`config.mk`:
```
export PLATFORM = sky130hd
export DESIGN_NAME = scrf_ctrl
export DESIGN_NICKNAME = d
export VERILOG_FILES = /design/src/rtl/core/scrf_pkg.sv /design/src/rtl/core/scrf_ctrl.sv
export SDC_FILE = /design/constraint.sdc
export NUM_CORES = 1
export LEC_CHECK = 0
export ABC_AREA = 1
export BUFFER_PORTS_ARGS = -buffer_cell sky130_fd_sc_hd__buf_4
export CORE_AREA = 3 3 40 42
export CTS_CLUSTER_SIZE = 10
export DETAILED_ROUTE_END_ITERATION = 7
export DIE_AREA = 0 0 43 45
export HOLD_SLACK_MARGIN = 0.02
export PLACE_DENSITY = 0.47
export SYNTH_ARGS = -nofsm -noshare
export SYNTH_HDL_FRONTEND = slang
export SYNTH_SLANG_ARGS = --single-unit
```
`constraint.sdc`:
```
create_clock -name clk -period 2 [get_ports clk]
set_clock_uncertainty 0.15 [all_clocks]
set_input_delay 0.4 -clock clk [delete_from_list [all_inputs] [get_ports clk]]
set_output_delay 0.4 -clock clk [all_outputs]
set_load 0.02 [all_outputs]
```
`src/rtl/core/scrf_pkg.sv`:
```
// Package of the configuration register file: sizes, special bytes, controller
// types and the reset-default and write-guard functions.
// No dependencies.
`default_nettype none

package scrf_pkg;

  // Store sizes.
  localparam int GLOBAL_REG_COUNT = 48;
  localparam int DEVICE_COUNT     = 10;
  localparam int GLB_AW           = $clog2(GLOBAL_REG_COUNT);
  localparam int DEV_DEPTH        = DEVICE_COUNT * 256;
  localparam int DEV_AW           = $clog2(DEV_DEPTH);
  localparam int DEV_BITS         = DEV_AW - 8;

  // Special bytes on the ports.
  localparam logic [7:0] UNLOCK_BYTE = 8'h55;
  localparam logic [7:0] LOCK_BYTE   = 8'hAA;
  localparam logic [7:0] IDLE_BYTE   = 8'hFF;
  localparam logic [7:0] REG3_MASK   = 8'h83;

  // Global register indexes with special handling.
  localparam logic [7:0] IDX_POWER   = 8'h03;
  localparam logic [7:0] IDX_DEVSEL  = 8'h07;
  localparam logic [7:0] IDX_CHIP_ID = 8'h20;
  localparam logic [7:0] IDX_CHIP_RV = 8'h21;

  // Variant that carries logical device 9.
  localparam logic [1:0] VARIANT_FULL = 2'd3;

  // Access codes.
  localparam logic CMD_READ   = 1'b0;
  localparam logic CMD_WRITE  = 1'b1;
  localparam logic PORT_INDEX = 1'b0;
  localparam logic PORT_DATA  = 1'b1;

  // Controller states.
  typedef enum logic [2:0] {
    ST_CLEAR = 3'b001,
    ST_IDLE  = 3'b010,
    ST_EXEC  = 3'b100
  } scrf_state_t;

  // Commands from the controller to the datapath.
  typedef struct packed {
    logic accept;    // capture the access and start the memory reads
    logic exec;      // apply the access and load the result register
    logic clear_wr;  // write one default entry of the device store
  } scrf_cmd_t;

  // Status from the datapath to the controller.
  typedef struct packed {
    logic clear_last;  // the clearing pass is at its last entry
  } scrf_sts_t;

  // Reset value of a global register.
  function automatic logic [7:0] glb_default(input logic [GLB_AW-1:0] idx);
    logic [7:0] val;
    case (8'(idx))
      8'h03:   val = 8'h03;
      8'h20:   val = 8'h03;
      8'h21:   val = 8'h01;
      8'h22:   val = 8'h39;
      8'h24:   val = 8'h04;
      8'h26:   val = 8'hF0;
      8'h27:   val = 8'h03;
      default: val = 8'h00;
    endcase
    return val;
  endfunction

  // Reset value of one entry of the banked device store.
  function automatic logic [7:0] dev_default(input logic [DEV_AW-1:0] addr);
    logic [7:0] dv;
    logic [7:0] rg;
    logic [7:0] val;
    dv = 8'(addr[DEV_AW-1:8]);
    rg = addr[7:0];
    case ({dv, rg})
      16'h0030: val = 8'h01;
      16'h0060: val = 8'h03;
      16'h0061: val = 8'hF0;
      16'h0070: val = 8'h06;
      16'h0074: val = 8'h02;
      16'h00F0: val = 8'h0E;
      16'h00F2: val = 8'hFF;
      16'h0160: val = 8'h01;
      16'h0161: val = 8'hF0;
      16'h0162: val = 8'h03;
      16'h0163: val = 8'hF6;
      16'h0170: val = 8'h0E;
      16'h01F0: val = 8'h0C;
      16'h0260: val = 8'h01;
      16'h0261: val = 8'h70;
      16'h0262: val = 8'h03;
      16'h0263: val = 8'h76;
      16'h0270: val = 8'h0F;
      16'h0330: val = 8'h01;
      16'h0360: val = 8'h03;
      16'h0361: val = 8'h78;
      16'h0370: val = 8'h07;
      16'h0374: val = 8'h04;
      16'h03F0: val = 8'h3C;
      16'h0430: val = 8'h01;
      16'h0460: val = 8'h03;
      16'h0461: val = 8'hF8;
      16'h0470: val = 8'h04;
      16'h04F0: val = 8'h03;
      16'h0530: val = 8'h01;
      16'h0560: val = 8'h02;
      16'h0561: val = 8'hF8;
      16'h0570: val = 8'h03;
      16'h0574: val = 8'h04;
      16'h05F1: val = 8'h02;
      16'h05F2: val = 8'h03;
      16'h0663: val = 8'h70;
      16'h06F4: val = 8'h03;
      16'h0730: val = 8'h01;
      16'h0761: val = 8'h60;
      16'h0770: val = 8'h01;
      default:  val = 8'h00;
    endcase
    return val;
  endfunction

  // True when a write to a device register must be dropped.
  function automatic logic dev_write_blocked(input logic [7:0] dev, input logic [7:0] rg,
                                             input logic [1:0] variant);
    logic blk;
    blk = 1'b0;
    if (dev >= 8'(DEVICE_COUNT)) blk = 1'b1;
    if (rg[7:4] == 4'h7 && dev < 8'd4) blk = 1'b1;
    if (dev == 8'd1 || dev == 8'd2 || dev == 8'd6 || dev == 8'd7) blk = 1'b1;
    if (dev == 8'd9 && variant != VARIANT_FULL) blk = 1'b1;
    return blk;
  endfunction

endpackage

`default_nettype wire

```
`src/rtl/core/scrf_ctrl.sv`:
```
// Controller of the configuration register file: clearing pass, access
// sequencing and the result valid flag. Depends on scrf_pkg.
`default_nettype none

module scrf_ctrl (
  input  wire logic                clk,
  input  wire logic                rst,
  input  wire logic                item_valid,
  output      logic                item_stall,
  output      logic                result_valid,
  input  wire logic                result_stall,
  output      scrf_pkg::scrf_cmd_t cmd,
  input  wire scrf_pkg::scrf_sts_t sts
);

  import scrf_pkg::*;

  scrf_state_t state;
  scrf_state_t state_next;
  logic        out_free;

  // The result register can take a new value when empty or being drained.
  assign out_free   = !result_valid || !result_stall;
  assign item_stall = (state != ST_IDLE);

  // Next state and commands.
  always_comb begin
    cmd        = '0;
    state_next = state;
    case (state)
      ST_CLEAR: begin
        cmd.clear_wr = 1'b1;
        if (sts.clear_last) begin
          state_next = ST_IDLE;
        end
      end
      ST_IDLE: begin
        if (item_valid) begin
          cmd.accept = 1'b1;
          state_next = ST_EXEC;
        end
      end
      ST_EXEC: begin
        if (out_free) begin
          cmd.exec   = 1'b1;
          state_next = ST_IDLE;
        end
      end
      default: begin
        state_next = ST_CLEAR;
      end
    endcase
  end

  // State and result valid registers.
  always_ff @(posedge clk) begin
    if (rst) begin
      state        <= ST_CLEAR;
      result_valid <= 1'b0;
    end else begin
      state        <= state_next;
      result_valid <= cmd.exec || (result_valid && result_stall);
    end
  end

endmodule

`default_nettype wire

```
==> results of run 1 <==
-- kinds of logic (layout without fill, tap and decap cells) --
family	Yosys count	in the layout
AOI/OAI and AO/OA	2	2
buffers and inverters	8	20
DFF	4	4
and+or+nand+nor	17	17
-- layout by cell type (no fill, tap or decap), drive strengths merged --
master,instances
buf,9
inv,8
nand3,7
nor2,6
dfxtp,4
clkbuf,3
nand2,3
a21oi,2
nand4,1
-- synthesized netlist by cell type --
cell	instances	area [µm²]
a21oi_1	2	10.01
dfxtp_1	4	80.08
inv_1	7	26.28
inv_2	1	3.750
nand2_1	2	7.510
nand2_2	1	6.260
nand3_1	5	25.02
nand3_2	2	20.02
nand4_1	1	6.260
nor2_1	4	15.01
nor2_2	2	12.51
-- flip-flops by register name (all words and copies together) (netlist names) --
register and flops:
result_valid 1, state 3
-- final timing paths --
kind,from,to,depth (start not counted)
setup reg to reg,state[1]$_SDFFE_PP0P_,state[1]$_SDFFE_PP0P_,5
hold reg to reg,result_valid$_SDFF_PP0_,result_valid$_SDFF_PP0_,2
setup / recovery,state[1]$_SDFFE_PP0P_,cmd[1],4
hold / removal,rst,state[2]$_SDFFE_PP0P_,2
-- through the flow --
stage | power (µW) | cell area [µm²] | setup WS [ns] | hold WS, ns
6_report | 274.6 | 321.6 | 0.4033 | 0.1900
4_1_cts | 283.5 | 321.6 | 0.3892 | 0.1799
3_3_place_gp | 181.9 | 299.0 | 0.5744 | 0.3295
3_5_place_dp | 181.6 | 299.0 | 0.5646 | 0.3336
2_1_floorplan | 152.9 | 212.7 | 0.6447 | 0.3191
5_1_grt | 294.6 | 321.6 | 0.3134 | 0.1926
-- worst reg2reg max path, stage by stage (launching register included) --
cell     delay [ns]
dfxtp_1        0.42
nor2_2         0.07
nand2_2        0.09
nand2_1        0.06
nor2_1         0.10
nor2_1         0.05
-- cell type report --
class | instances | area, µm² | share of cell area, %
well taps | 15 | 18.77 | 5.837
clock buffers | 3 | 22.52 | 7.004
repair buffers | 9 | 67.56 | 21.01
multi-input cells | 19 | 102.6 | 31.91
inverters | 8 | 30.03 | 9.339
flip-flops and latches | 4 | 80.08 | 24.90
-- metal layers --
metal / global-route usage (%) / routed length (µm) / vias up
li1: - / - / 120
met2: 8.084 / 254 / 3
met5: 0 / 0 / -
met4: 10.84 / 10 / 0
met1: 5.797 / 168 / 92
met3: 1.195 / 25 / 2
-- power by group --
part	internal [µW]	leakage (µW)	switching, µW
Sequential	89.1	0.0000328	11.3
Clock	66.8	0.0000138	28.5
Combinational	35.0	0.000132	43.8
Total	191	0.000179	83.7
==> flow_summary.json, run 1 <==
{
  "outcome": "complete, no violations",
  "final_nets": 50,
  "drv_slew": 0,
  "start_util_pct": 16.55,
  "slowest_stage": "dfxtp_1",
  "antenna_cells": 0,
  "grt_pass1_vias": 206,
  "setup-violations-final": 0,
  "clk_pin_slew_worst_paths_ns": 0.03,
  "die_w_um": 43,
  "worstHoldPathType": "in2reg",
  "die_h_um": 45,
  "antenna_found_initial": 0,
  "cts_tree": "built",
  "required_ns": 1.45,
  "drt_iter0_drc": 1,
  "cp_data_arrival_time_ns": 1.05,
  "synthCells": 31,
  "syn_nets": 36,
  "max_freq_mhz": 626.3,
  "wl_per_cell_um": 7.897,
  "tns_ns": 0,
  "synthAdderAreaFrac_pct": 0,
  "max_stage_delay_ns": 0.35,
  "synthesis.area_um2": 212.7,
  "synth_top_family_by_area": "simple AND/OR/NAND/NOR gates",
  "wl_um": 458,
  "worst_setup_path_start_kind": "register",
  "path_buf_inv": 1,
  "path_class": "reg2out",
  "fin_cells": 58,
  "rows": 13,
  "peakVddDrop_uv": 272.8,
  "post-cts-setup-buffer-count": 0,
  "drc": 0,
  "rsz0062_at_grt": "no",
  "utilization_pct": 25.02,
  "hold_viol": 0,
  "grt_usage_pct": 6.000,
  "fillers": 154,
  "first_pass_iters": 2,
  "p_leak_uw": 0.0001787,
  "place_inst": 55,
  "period_share_pct": 79.83,
  "powerDensity_nw_per_um2": 853.8,
  "place_hpwl_um": 390.2,
  "crit_path_end_kind": "output port",
  "ys_ff_latch": 4,
  "ys_seq_area_share_pct": 37.65,
  "clockBufferDepth": 2,
  "avgSynthCellArea_um2": 6.861,
  "yosys.area_share.xor_xnor_pct": 0,
  "clk_latency_ns": 0.23,
  "crit_family": "flip-flops",
  "cts_max_level": 1,
  "cap_violations": 0,
  "synth_compound_area_share_pct": 4.706,
  "critPathMaxFanout": 5,
  "io_buffers": 9,
  "muxShareOfSynthArea_pct": 0,
  "routed_via_density": 3.741,
  "synthSimpleGateAreaFrac_pct": 43.53,
  "numCtsBuffers": 3,
  "io_pins": 10,
  "grt_pass1_wl_um": 752,
  "overflow": 0,
  "cts_resized": 0,
  "layout_min_cycle_time_ns": 1.597,
  "final_antenna_net_count": 0,
  "gp_congestion": 0.6670,
  "rrSetupSlack_ns": 0.95,
  "yosysUniqueCellTypes": 11,
  "cts-root-buf": "clkbuf_4",
  "area_growth_pct": 51.18,
  "layout-drive-gt1-share_pct": 41.86,
  "yosysWarnings": 0,
  "tightest_slew_ns": 0.2044,
  "path_cells": "nor2_2 -> nand2_2 -> nor2_1 -> buf_4",
  "slew_headroom_pct": 86.35,
  "cts_sinks": 4,
  "vias": 217,
  "grt_max_degree": 6,
  "cts_hold_buf": 0,
  "core_um2": 1285,
  "dieArea_um2": 1935
}
(Power assumes the default switching activity.)
==> inputs of run 2 (changes only) <==
--- a/config.mk
+++ b/config.mk
@@ -12,7 +12,7 @@
 export DETAILED_ROUTE_END_ITERATION = 7
 export DIE_AREA = 0 0 43 45
 export HOLD_SLACK_MARGIN = 0.02
-export PLACE_DENSITY = 0.47
+export PLACE_DENSITY = 0.48
 export SYNTH_ARGS = -nofsm -noshare
 export SYNTH_HDL_FRONTEND = slang
 export SYNTH_SLANG_ARGS = --single-unit
==> constraint.sdc (replaced) <==
create_clock -name clk -period 1.3 [get_ports clk]
set_clock_uncertainty 0.15 [all_clocks]
set_input_delay 0.26 -clock clk [delete_from_list [all_inputs] [get_ports clk]]
set_output_delay 0.26 -clock clk [all_outputs]
set_load 0.02 [all_outputs]
==> run 2 against run 1 <==
Net effect:
- the flow now finishes with violations (negative setup slack)
- clock power increased by 56%
- sequential share of layout area decreased by 3.7 points
- via count increased by 15%
- hold slack got worse by 0.15 ns
- utilization increased by 6.7 points
- register-to-register slack got worse by 1.0 ns
- global-route usage increased by 1.5 points
- clock-buffer cell count unchanged
- power increased by 82%
- routed wire length increased by 44%
- flip-flop and latch count unchanged
- first-iteration DRC count unchanged
- critical endpoint unchanged
==> flow_summary.json, run 2 (same netlist as run 1, synthesis figures left out) <==
{
  "reg2reg_to": "state[1]$_SDFFE_PP0P_",
  "io_pins": 10,
  "drc": 0,
  "wl_per_cell_um": 10.28,
  "fin_ws_ns": -0.1510,
  "clk_latency_ns": 0.23,
  "grt_pass1_vias": 254,
  "hold_depth": 2,
  "die_h_um": 45,
  "path_buf_inv": 1,
  "comb_power_share_pct": 37.0,
  "slowest_stage": "dfxtp_4",
  "gp_congestion": 0.7972,
  "rrSetupSlack_ns": -0.06,
  "slew_headroom_pct": 90.49,
  "power_switching_share_pct": 32.04,
  "holdPathEnd": "state[2]$_SDFFE_PP0P_",
  "powerDensity_nw_per_um2": 1224,
  "wl_um": 658,
  "cts-root-buf": "clkbuf_4",
  "numCtsBuffers": 3,
  "cts_sinks": 4,
  "antenna_found_initial": 0,
  "placed_cell_area_um2": 299.0,
  "cts_hold_buf": 0,
  "cts_tree": "built",
  "io_buffers": 9,
  "reg2reg_depth": 8,
  "final_common_cell": "buf_4",
  "fillers": 147,
  "grt_pass1_wl_um": 972,
  "hp-start": "rst",
  "antenna_cells": 0,
  "start_util_pct": 16.55,
  "period_share_pct": 111.6,
  "layout_min_cycle_time_ns": 1.451,
  "path_class": "reg2out",
  "core_um2": 1285,
  "drv_slew": 0,
  "layout-drive-gt1-share_pct": 67.35,
  "path_cells": "nor2_4 -> nand2_2 -> nor2_2 -> buf_6",
  "largest_reg_flops": 3,
  "p_leak_uw": 0.0002137,
  "vias": 249,
  "worstReg2RegStart": "state[1]$_SDFFE_PP0P_",
  "fin_cells": 64,
  "area_growth_pct": 91.76,
  "drt_iter0_drc": 1,
  "utilization_pct": 31.74,
  "final_cell_mix": "11 x buf_4, 5 x inv_1, 4 x nand3_2, 4 x buf_6",
  "overflow": 0,
  "crit_family": "flip-flops",
  "required_ns": 0.89,
  "max_stage_delay_ns": 0.36,
  "worstHoldPathType": "in2reg",
  "clockBufferDepth": 2,
  "top_register": "state",
  "worst_setup_path_start_kind": "register",
  "setup-violations-final": 6,
  "hold_viol": 0,
  "rsz0062_at_grt": "yes",
  "outcome": "finished with violations",
  "first_pass_iters": 2,
  "top_regs": "state (3), result_valid (1)",
  "internal-power_uw": 339.2,
  "max_freq_mhz": 689.2,
  "final_nets": 56,
  "grt_usage_pct": 7.494,
  "tns_ns": -0.3782,
  "power.switching_uw": 159.9,
  "cap_violations": 0,
  "cp_data_arrival_time_ns": 1.04,
  "final_antenna_net_count": 0,
  "stdcell_area_um2": 407.9,
  "seq_power_share_pct": 33.0,
  "die_w_um": 43,
  "place_inst": 55,
  "dieArea_um2": 1935,
  "power_frac_clock_pct": 29.9,
  "critPathMaxFanout": 5,
  "routed_via_density": 3.891,
  "grt_max_degree": 6,
  "peakVddDrop_uv": 372.5,
  "rows": 13,
  "clk_pin_slew_worst_paths_ns": 0.04,
  "violations": "negative setup slack",
  "place_hpwl_um": 390.5,
  "crit_path_end_kind": "output port",
  "cts_max_level": 1,
  "tightest_slew_ns": 0.1421
}
==> run 2: stage by stage <==
stage          setup WS (ns)  hold WS [ns]  total power [µW]
6_report             -0.1510       0.04380             499.2
5_1_grt              -0.1829       0.03953             535.4
4_1_cts              -0.1041       0.03482             485.4
3_5_place_dp         0.09501        0.2896             279.8
3_3_place_gp         0.09644        0.2936             280.3
2_1_floorplan        0.08471        0.1791             235.3
==> run 2: worst max-delay path by stage <==
stage,startpoint,endpoint,depth (start not counted)
floorplan,state[0]$_SDFFE_PP1P_,cmd[1],3
global placement,state[1]$_SDFFE_PP0P_,cmd[1],4
detailed placement,state[0]$_SDFFE_PP1P_,cmd[1],4
CTS,state[1]$_SDFFE_PP0P_,cmd[1],4
global route,state[1]$_SDFFE_PP0P_,cmd[1],4
finish,state[1]$_SDFFE_PP0P_,cmd[1],4
==> run 2: power by group through the flow <==
stage | clock [µW] | sequential, µW | combinational, µW
after floorplan | 0 | 153 | 82.3
after global placement | 0 | 157 | 124
after detailed placement | 0 | 156 | 124
after CTS | 158 | 163 | 164
after global routing | 168 | 168 | 200
final | 149 | 165 | 185
==> run 2: cell type report <==
| class | count | area, µm² | share of cell area, % |
|---|---|---|---|
| Clock buffer | 3 | 22.52 | 5.521 |
| Timing Repair Buffer | 15 | 127.6 | 31.29 |
| Tap cell | 15 | 18.77 | 4.601 |
| Multi-Input combinational cell | 19 | 122.6 | 30.06 |
| Inverter | 8 | 30.03 | 7.362 |
| Sequential cell | 4 | 86.33 | 21.17 |
==> run 2: metal layers <==
| layer | track usage, % | routed length [µm] | vias to the layer above |
|---|---|---|---|
| met5 | 0 | 0 | - |
| met4 | 7.229 | 22 | 0 |
| met3 | 3.586 | 34 | 2 |
| met2 | 12.28 | 362 | 6 |
| met1 | 6.747 | 239 | 108 |
| li1 | - | - | 133 |
==> run 2: repair_timing <==
action,4_1_cts,5_1_grt
endpoints found under the setup margin,4,5
gates resized for setup,10,5
setup buffers,5,1
endpoints found under the hold margin,0,0
gates cloned,0,0
pin swaps,3,2
==> inputs of run 3 (changes only) <==
==> constraint.sdc (replaced) <==
create_clock -name clk -period 1.3 [get_ports clk]
set_clock_uncertainty 0.15 [all_clocks]
set_input_delay 0.195 -clock clk [delete_from_list [all_inputs] [get_ports clk]]
set_output_delay 0.195 -clock clk [all_outputs]
set_load 0.02 [all_outputs]
==> run 3 against run 2 <==
Net effect:
- the run still ends with negative setup slack left
- cell count grew 1.6%
- hold slack gained 0.061 ns
- fmax is 4.5% higher
- first-iteration DRC count rose to 3.0 times the previous value
- utilization is 0.39 points lower
- critical endpoint unchanged
- non-clock buffer count up 1
- critical path type unchanged
- sequential power hardly changed
- clock-buffer cell count did not move
- clock power is essentially flat
- combinational power decreased by 8%
- die area is the same
- worst setup slack better by 0.062 ns
==> flow_summary.json, run 3 (same netlist as run 1, synthesis figures left out) <==
{
  "outcome": "finished with violations",
  "violations": "negative setup slack",
  "rsz0062_at_grt": "yes",
  "overflow": 0,
  "place_hpwl_um": 390.5,
  "holdPathEnd": "result_valid$_SDFF_PP0_",
  "top_register": "state",
  "antenna_found_initial": 0,
  "gp_congestion": 0.7972,
  "reg2reg_depth": 7,
  "grt_max_degree": 6,
  "routed_via_density": 3.862,
  "clockBufferDepth": 2,
  "core_um2": 1285,
  "dieArea_um2": 1935,
  "worst_setup_path_start_kind": "register",
  "area_growth_pct": 89.41,
  "fin_cells": 65,
  "cts_sinks": 4,
  "vias": 251,
  "reg2reg_to": "state[1]$_SDFFE_PP0P_",
  "fin_ws_ns": -0.08868,
  "io_buffers": 9,
  "hold_depth": 3,
  "required_ns": 0.95,
  "hold_viol": 0,
  "crit_path_end_kind": "output port",
  "critPathMaxFanout": 5,
  "drv_slew": 0,
  "top_regs": "state (3), result_valid (1)",
  "pre_cts_ws_ns": 0.1600,
  "cap_violations": 0,
  "peakVddDrop_uv": 366.2,
  "cts-root-buf": "clkbuf_4",
  "cts_tree": "built",
  "tightest_slew_ns": 0.1381,
  "final_cell_mix": "13 x buf_4, 6 x inv_1, 5 x nand3_1",
  "wl_um": 648,
  "drt_iter0_drc": 3,
  "hp-start": "result_stall",
  "rrSetupSlack_ns": 0.05,
  "finalPower_uw": 488.2,
  "p_leak_uw": 0.0002135,
  "grt_pass1_vias": 262,
  "final_common_cell": "buf_4",
  "grt_pass1_wl_um": 986,
  "path_class": "reg2out",
  "place_inst": 55,
  "start_util_pct": 16.55,
  "layout-drive-gt1-share_pct": 58.00,
  "die_h_um": 45,
  "setup-violations-final": 2,
  "numCtsBuffers": 3,
  "io_pins": 10,
  "max_freq_mhz": 720.1,
  "period_share_pct": 106.8,
  "powerDensity_nw_per_um2": 1212,
  "utilization_pct": 31.35,
  "rows": 13,
  "final_antenna_net_count": 0,
  "first_pass_iters": 2,
  "worstReg2RegStart": "state[1]$_SDFFE_PP0P_",
  "cts_max_level": 1,
  "final_nets": 57,
  "die_w_um": 43,
  "grt_usage_pct": 7.577,
  "largest_reg_flops": 3,
  "wl_per_cell_um": 9.969,
  "antenna_cells": 0,
  "layout_min_cycle_time_ns": 1.389,
  "clk_latency_ns": 0.23,
  "slew_headroom_pct": 90.79,
  "worstHoldPathType": "in2reg",
  "clk_pin_slew_worst_paths_ns": 0.04,
  "cp_data_arrival_time_ns": 1.04,
  "drc": 0
}
## run 3: cell count changes in the layout (fill, tap and decap cells not counted)
cell / delta
buf_6: -2
buf_4: +2
nor2_1: +1
nand3_2: -2
nor2_2: -1
dlygate4sd3_1: +1
inv_1: +1
nand3_1: +2
inv_4: +1
inv_2: -2
dfxtp_4: +1
dfxtp_2: -1
## run 3: metal layers
metal | wire (µm) | share of wire (%) | global-route usage, % | vias up
met3 | 38 | 5.9 | 3.586 | 2
met5 | 0 | 0 | 0 | -
met4 | 22 | 3.4 | 7.229 | 0
li1 | - | - | - | 134
met1 | 227 | 35 | 6.506 | 109
met2 | 361 | 56 | 12.87 | 6
## run 3: worst max-delay path, stage by stage, from the launching register on
cell and delay [ns]:
dfxtp_4 0.36, nor2_4 0.12, nand2_2 0.07, nor2_2 0.13, buf_6 0.14
## run 3: through the flow
step	instance area, µm²	hold slack [ns]	setup TNS [ns]
3_3_place_gp	299.0	0.2286	0
6_report	402.9	0.1045	-0.09519
5_1_grt	402.9	0.1202	-0.2835
2_1_floorplan	212.7	0.1141	0
3_5_place_dp	299.0	0.2246	0
4_1_cts	384.1	0.09787	-0.06006
## run 3: worst max path at each step
stage,startpoint,endpoint,slack [ns],cells past startpoint
after floorplan,state[0]$_SDFFE_PP1P_,cmd[1],0.15,3
after global placement,state[1]$_SDFFE_PP0P_,cmd[1],0.16,4
after detailed placement,state[0]$_SDFFE_PP1P_,cmd[1],0.16,4
after CTS,state[1]$_SDFFE_PP0P_,cmd[1],-0.04,4
after global routing,state[1]$_SDFFE_PP0P_,cmd[1],-0.13,4
final,state[1]$_SDFFE_PP0P_,cmd[1],-0.09,4
## run 3: power breakdown
part           leakage, µW  switching, µW  internal (µW)  total [µW]
sequential       0.0000340           25.7            143         168
combinational     0.000166           81.2           88.8         170
clock            0.0000138           46.8            103         150
total             0.000213            154            334         488
## run 3: area by class of cell
class	instances	area [µm²]
clock buffers	3	22.52
fillers	143	882.1
inverters	8	32.53
multi-input cells	19	110.1
flip-flops and latches	4	88.84
well taps	15	18.77
repair buffers	16	130.1
## run 3: what timing repair did
action | CTS | global route
pin swaps | 2 | 1
hold buffers | 1 | 0
setup endpoints to repair | 4 | 5
gates resized for setup | 7 | 4
hold endpoints to repair | 2 | 0
buffers inserted | 5 | 1
